$ cat config.mk
export PLATFORM = sky130hd
export DESIGN_NAME = adc_settle_then_average_top
export DESIGN_NICKNAME = d
export VERILOG_FILES = /design/src/hdl/asta_pkg.sv /design/src/hdl/asta_fifo.sv /design/src/hdl/asta_front.sv /design/src/hdl/asta_back.sv /design/src/hdl/adc_settle_then_average_top.sv
export SDC_FILE = /design/constraint.sdc
export NUM_CORES = 1
export LEC_CHECK = 0
export BUFFER_PORTS_ARGS = -buffer_cell sky130_fd_sc_hd__buf_4
export CORE_ASPECT_RATIO = 0.9
export CORE_MARGIN = 2
export CORE_UTILIZATION = 59
export DETAILED_ROUTE_END_ITERATION = 16
export HOLD_SLACK_MARGIN = 0.1
export PLACE_DENSITY = 0.81
export SLEW_MARGIN = 5
export SYNTH_ARGS = -nofsm -noshare
export SYNTH_HDL_FRONTEND = slang
export SYNTH_SLANG_ARGS = --single-unit
export TNS_END_PERCENT = 20
$ cat constraint.sdc
create_clock -name clk -period 10.9 [get_ports clk]
set_input_delay 2.18 -clock clk [delete_from_list [all_inputs] [get_ports clk]]
set_output_delay 2.18 -clock clk [all_outputs]
set_load 0.03 [all_outputs]
$ cat src/hdl/asta_pkg.sv
`default_nettype none
package asta_pkg;

  localparam int SAMPLE_W = 10;
  localparam int SPREAD_W = 4;

  // Depths of the queue between front and back and of the result queue.
  localparam int MID_DEPTH = 4;
  localparam int OUT_DEPTH = 2;

  // Register index of stable_spread, taken from paddr[2].
  localparam logic REG_STABLE_SPREAD = 1'b0;
  localparam logic [SPREAD_W-1:0] STABLE_SPREAD_RESET = 4'd1;

  typedef logic [SAMPLE_W-1:0] sample_t;
  typedef logic [SPREAD_W-1:0] spread_t;

  // One averaging sample on its way from front to back.
  typedef struct packed {
    sample_t sample;
    logic    last;
  } mid_item_t;

endpackage
`default_nettype wire

$ cat src/hdl/asta_fifo.sv
`default_nettype none
module asta_fifo #(
  parameter int WIDTH = 11,
  parameter int DEPTH = 4
) (
  input  wire logic             clk,
  input  wire logic             rst,
  input  wire logic             push,
  input  wire logic [WIDTH-1:0] push_data,
  output logic                  full,
  input  wire logic             pop,
  output logic [WIDTH-1:0]      pop_data,
  output logic                  empty
);

  localparam int AW = (DEPTH > 1) ? $clog2(DEPTH) : 1;
  localparam int CW = $clog2(DEPTH + 1);

  logic [WIDTH-1:0] mem [DEPTH];
  logic [AW-1:0]    wr_ptr;
  logic [AW-1:0]    rd_ptr;
  logic [CW-1:0]    count;
  logic             do_push;
  logic             do_pop;

  assign full     = (count == CW'(DEPTH));
  assign empty    = (count == '0);
  assign do_push  = push && !full;
  assign do_pop   = pop && !empty;
  assign pop_data = mem[rd_ptr];

  always_ff @(posedge clk) begin
    if (do_push) begin
      mem[wr_ptr] <= push_data;
    end
  end

  always_ff @(posedge clk) begin
    if (rst) begin
      wr_ptr <= '0;
      rd_ptr <= '0;
      count  <= '0;
    end else begin
      if (do_push) begin
        wr_ptr <= (wr_ptr == AW'(DEPTH - 1)) ? '0 : wr_ptr + AW'(1);
      end
      if (do_pop) begin
        rd_ptr <= (rd_ptr == AW'(DEPTH - 1)) ? '0 : rd_ptr + AW'(1);
      end
      if (do_push && !do_pop) begin
        count <= count + CW'(1);
      end else if (do_pop && !do_push) begin
        count <= count - CW'(1);
      end
    end
  end

endmodule
`default_nettype wire

$ cat src/hdl/asta_front.sv
`default_nettype none
module asta_front #(
  parameter int AVG_SHIFT    = 3,
  parameter int WINDOW_DEPTH = 4
) (
  input  wire logic               clk,
  input  wire logic               rst,
  input  wire logic               accept,
  input  wire asta_pkg::sample_t  sample,
  input  wire asta_pkg::spread_t  stable_spread,
  output logic                    mid_push,
  output asta_pkg::mid_item_t     mid_item
);
  import asta_pkg::*;

  localparam int CW = AVG_SHIFT + 1;
  localparam logic [CW-1:0] LAST_COUNT = CW'((1 << AVG_SHIFT) - 1);

  sample_t       window [WINDOW_DEPTH];
  sample_t       win_shift [WINDOW_DEPTH];
  logic          averaging;
  logic [CW-1:0] taken;
  sample_t       hi;
  sample_t       lo;
  sample_t       spread;
  logic          settled;
  logic          last;

  // The window as it stands once this sample is shifted in, and its spread.
  always_comb begin
    win_shift[0] = sample;
    for (int k = 1; k < WINDOW_DEPTH; k++) begin
      win_shift[k] = window[k-1];
    end
    hi = sample;
    lo = sample;
    for (int k = 0; k < WINDOW_DEPTH; k++) begin
      if (win_shift[k] > hi) begin
        hi = win_shift[k];
      end
      if (win_shift[k] < lo) begin
        lo = win_shift[k];
      end
    end
    spread  = hi - lo;
    settled = (spread <= {{(SAMPLE_W - SPREAD_W){1'b0}}, stable_spread});
  end

  assign last            = (taken == LAST_COUNT);
  assign mid_push        = accept && averaging;
  assign mid_item.sample = sample;
  assign mid_item.last   = last;

  always_ff @(posedge clk) begin
    if (rst) begin
      window    <= '{default: '0};
      averaging <= 1'b0;
      taken     <= '0;
    end else if (accept) begin
      if (!averaging) begin
        window <= win_shift;
        if (settled) begin
          averaging <= 1'b1;
          taken     <= '0;
        end
      end else if (last) begin
        averaging <= 1'b0;
        taken     <= '0;
        window    <= '{default: '0};
      end else begin
        taken <= taken + CW'(1);
      end
    end
  end

endmodule
`default_nettype wire

$ cat src/hdl/asta_back.sv
`default_nettype none
module asta_back #(
  parameter int AVG_SHIFT = 3
) (
  input  wire logic                clk,
  input  wire logic                rst,
  input  wire logic                mid_empty,
  input  wire asta_pkg::mid_item_t mid_item,
  output logic                     mid_pop,
  input  wire logic                out_full,
  output logic                     out_push,
  output asta_pkg::sample_t        out_average
);
  import asta_pkg::*;

  localparam int SW = SAMPLE_W + AVG_SHIFT;

  logic [SW-1:0] running_sum;
  logic [SW-1:0] sum_next;

  assign mid_pop     = !mid_empty && !out_full;
  assign out_push    = mid_pop && mid_item.last;
  assign sum_next    = running_sum + SW'(mid_item.sample);
  // Dropping the low AVG_SHIFT bits gives the truncated mean.
  assign out_average = sum_next[SW-1:AVG_SHIFT];

  always_ff @(posedge clk) begin
    if (rst) begin
      running_sum <= '0;
    end else if (mid_pop) begin
      running_sum <= mid_item.last ? '0 : sum_next;
    end
  end

endmodule
`default_nettype wire

$ cat src/hdl/adc_settle_then_average_top.sv
`default_nettype none
// A result reaches the result ports through the queue to the back and then the result
// queue; a full result queue holds it back until popped.
// Throughput: one sample item per cycle, sustained, while results are popped.
// The front takes items, the back sums them; a four-entry queue and a two-entry
// result queue let each side stall on its own.
// Reset (rst, synchronous): window cleared to zero, settle phase, sum and count
// cleared, both queues emptied, stable_spread back to 1.
module adc_settle_then_average_top #(
  parameter int AVG_SHIFT    = 3,
  parameter int WINDOW_DEPTH = 4
) (
  input  wire logic                clk,
  input  wire logic                rst,
  // Sample items in.
  input  wire logic                push,
  input  wire asta_pkg::sample_t   sample,
  output logic                     full,
  // Result items out.
  output logic                     empty,
  input  wire logic                pop,
  output asta_pkg::sample_t        average,
  // Configuration port.
  input  wire logic                psel,
  input  wire logic                penable,
  input  wire logic                pwrite,
  input  wire logic [2:0]          paddr,
  input  wire logic [31:0]         pwdata,
  output logic [31:0]              prdata,
  output logic                     pready
);
  import asta_pkg::*;

  localparam int MID_W = $bits(mid_item_t);

  spread_t    stable_spread;
  logic       accept;
  logic       mid_push;
  mid_item_t  mid_in;
  mid_item_t  mid_out;
  logic [MID_W-1:0] mid_out_bits;
  logic       mid_full;
  logic       mid_empty;
  logic       mid_pop;
  logic       out_full;
  logic       out_push;
  sample_t    out_average;

  // The register sits at byte address 0; paddr[2] selects the register index,
  // and only index zero exists, so writes with paddr[2] set are dropped.
  assign pready = 1'b1;

  always_ff @(posedge clk) begin
    if (rst) begin
      stable_spread <= STABLE_SPREAD_RESET;
    end else if (psel && penable && pwrite && pready && (paddr[2] == REG_STABLE_SPREAD)) begin
      stable_spread <= pwdata[SPREAD_W-1:0];
    end
  end

  always_comb begin
    prdata = '0;
    if (paddr[2] == REG_STABLE_SPREAD) begin
      prdata = {{(32 - SPREAD_W){1'b0}}, stable_spread};
    end
  end

  // The front is held off only by the queue to the back. Settle-phase items
  // never enter that queue, but holding them too keeps the phase order simple.
  assign full   = mid_full;
  assign accept = push && !mid_full;

  asta_front #(
    .AVG_SHIFT    (AVG_SHIFT),
    .WINDOW_DEPTH (WINDOW_DEPTH)
  ) u_front (
    .clk           (clk),
    .rst           (rst),
    .accept        (accept),
    .sample        (sample),
    .stable_spread (stable_spread),
    .mid_push      (mid_push),
    .mid_item      (mid_in)
  );

  // Averaging samples, each tagged with whether it closes its average.
  asta_fifo #(
    .WIDTH (MID_W),
    .DEPTH (MID_DEPTH)
  ) u_mid_fifo (
    .clk       (clk),
    .rst       (rst),
    .push      (mid_push),
    .push_data (mid_in),
    .full      (mid_full),
    .pop       (mid_pop),
    .pop_data  (mid_out_bits),
    .empty     (mid_empty)
  );

  assign mid_out = mid_item_t'(mid_out_bits);

  asta_back #(
    .AVG_SHIFT (AVG_SHIFT)
  ) u_back (
    .clk         (clk),
    .rst         (rst),
    .mid_empty   (mid_empty),
    .mid_item    (mid_out),
    .mid_pop     (mid_pop),
    .out_full    (out_full),
    .out_push    (out_push),
    .out_average (out_average)
  );

  // Finished averages wait here until popped.
  asta_fifo #(
    .WIDTH (SAMPLE_W),
    .DEPTH (OUT_DEPTH)
  ) u_out_fifo (
    .clk       (clk),
    .rst       (rst),
    .push      (out_push),
    .push_data (out_average),
    .full      (out_full),
    .pop       (pop),
    .pop_data  (average),
    .empty     (empty)
  );

endmodule
`default_nettype wire

==> reports/metrics.csv <==
metric,value,unit
drive_gt1_share,15.1,%
hp-class,reg -> reg,
hold_buffers,0,
htreeDepth,4,
place.gp.congestion,0.925,
insertion_delay,0.42,ns
worst_pin_slew,0.817,ns
async_flop_share,0,%
worstPathRequired,11.22,ns
synthCells,808,
fill_cells,995,
fin_crit_sh,93.8,%
fin_cells,1020,
rows,40,
worstSetupEndpointType,register,
vias,6205,
ys_ff_latch,130,
grt_max_degree,67,
leakagePower,3.88,nW
whs,0.477,ns
critPathSlowestCell,or4_4,
synth-edff-count,64,
clkSlewWorstSetupHoldPaths,0.06,ns
p_total,2.01,mW
grt_pass1_vias,6171,
setup_viol,0,
cp_max_fo,19,
p_seq_share,32.2,%
power_density,224,nW/um^2
relSlewSlack,45.4,%
synth_seq_area_share,40.3,%
core_region_area,13400,um^2
dp_hpwl,12.8,mm
p_clk_share,29.9,%
hold_depth,2,
combinationalPowerShare,37.9,%
status,finished clean,
hold_violations,0,
io_buffers,37,
grt_pass1_wl,29.2,mm
fin_util,67.3,%
avgSynthCellArea,9.96,um^2
dp_cells,988,
grt_usage,25.3,%
setup_ws,0.680,ns
final_cell_mix,"90 x nor2_1, 77 x ha_1, 66 x dfxtp_1",
antenna_found_initial,0,
r2r-end,u_front.taken[3],
yosysWarnings,0,
arrival,10.54,ns
netlist_area,8050,um^2
min_period,10.22,ns
startpoint_type,input port,
min-delay-start,u_mid_fifo.rd_ptr[1],
placed_area,8370,um^2
initial_utilization,60.2,%
overflow,0,
die_y,115,um
max-cap-violations,0,
layout_commonest_cell,nor2_1,
ant_nets,0,
area_delta_synth_final,11.8,%
fmax,0.0978,GHz
maxSlewViolCount,0,
dp_slack,0.254,ns
num_antenna_cells,0,
cts_made_buffers,17,
rrSetupSlack,2.25,ns
wirelength,17.8,mm
wire_per_inst,17.5,um
regArea,3240,um^2
fin_area,9000,um^2
switching_share,35.8,%
reg2reg_depth,38,
multi_input_area,4350,um^2
cts_root_buf,clkbuf_16,
fp.dieW,127,um
drc_errors,0,
peakVddDrop,0.141,mV
drtIter0Drc,388,
firstDrtPassIters,5,
p_int,1.29,mW
fin_nets,971,
tns,0,ns
ys.flop_type,dfxtp_1,
cts.path.max_buffers,2,
dieArea,14600,um^2
via_per_inst,6.08,
power_switching,721,uW
slowest_delay,0.59,ns
synth.distinct_cells,68,
path_class,in -> reg,
clock_skew,0.00779,ns
r2r-start,u_front.win_shift[29],
cts_tree,yes,
crit_top_cell,nor2_1,
rsz0062_at_grt,no,
ios,97,
cts_sinks,130,
[state kept, by name, summed over array words and instances (netlist names), named ones only]
signal,cells
u_front.averaging,1
u_mid_fifo.mem,44
u_mid_fifo.wr_ptr,2
u_out_fifo.mem,20
u_out_fifo.count,2
u_out_fifo.rd_ptr,1
u_out_fifo.wr_ptr,1
u_mid_fifo.rd_ptr,2
u_front.win_shift,30
u_mid_fifo.count,3
u_front.taken,4
stable_spread,4
u_back.running_sum,13
[layout make-up]
cell class / instances / area share, %
Clock inverter: 12 / 1.97
Multi-Input combinational cell: 585 / 48.4
Clock buffer: 20 / 4.97
Inverter: 59 / 2.46
Timing Repair Buffer: 46 / 3.84
Sequential cell: 130 / 36.1
Tap cell: 168 / 2.34
[critical path: cells and delay by family]
family	cells	cell delay, ns
AOI/OAI and AO/OA	15	3.32
xor gates and xnor gates	1	0.08
adders and majority gates	5	1.59
buffers and inverters	5	0.69
and+or+nand+nor	14	2.66
[power by group through the flow]
stage	registers (mW)	logic, mW	clock network, mW
6_report	0.648	0.763	0.603
2_1_floorplan	0.623	0.604	0
3_5_place_dp	0.658	0.749	0
4_1_cts	0.649	0.758	0.610
5_1_grt	0.659	0.838	0.631
3_3_place_gp	0.652	0.712	0
[kinds of logic (layout without fill, tap and decap cells)]
family | count (synthesis) | count (layout) | share of synthesized area [%]
compound gates | 190 | 190 | 16.3
mux | 60 | 60 | 9.36
xor+xnor | 22 | 22 | 2.39
fa+ha+maj | 80 | 80 | 12.7
simple gates | 204 | 204 | 11.7
buf+inv | 120 | 137 | 7.07
flops | 130 | 130 | 40.3
other cells | 2 | 29 | 0.0933
[synthesized netlist by cell type (19+ instances only)]
cell / count / area share, %
nand3_1: 19 / 1.2
o21ai_0: 29 / 1.8
nor2_1: 90 / 4.2
a21oi_1: 48 / 3.0
clkbuf_1: 26 / 1.2
mux2i_1: 28 / 3.5
ha_1: 77 / 12
mux2_2: 21 / 2.9
nand2_1: 35 / 1.6
dfxtp_1: 66 / 16
edfxtp_1: 64 / 24
inv_1: 58 / 2.7
buf_4: 31 / 2.9
a22oi_1: 37 / 3.5
[layer usage]
metal | vias up | global-route usage, % | wire (um)
met4 | 0 | 11.0 | 430
met1 | 3012 | 30.3 | 7630
met2 | 180 | 44.8 | 9060
li1 | 2970 | - | -
met5 | - | 0 | 0
met3 | 43 | 4.93 | 694
[worst max path at each step]
stage          startpoint                end  slack (ns)  depth (start not counted)
6_report        sample[9]   u_front.taken[3]        0.68                         40
3_5_place_dp    sample[9]   u_front.taken[2]        0.25                         41
3_3_place_gp    sample[9]  u_front.averaging        0.56                         40
5_1_grt         sample[9]   u_front.taken[3]        0.03                         41
4_1_cts         sample[9]   u_front.taken[3]        0.56                         41
2_1_floorplan   sample[9]  u_front.averaging        1.03                         41
[timing repair]
item,CTS,global route
buffers inserted,0,0
endpoints found under the setup margin,0,5
gates resized for setup,0,4
Power figures use the tool's default switching activity.
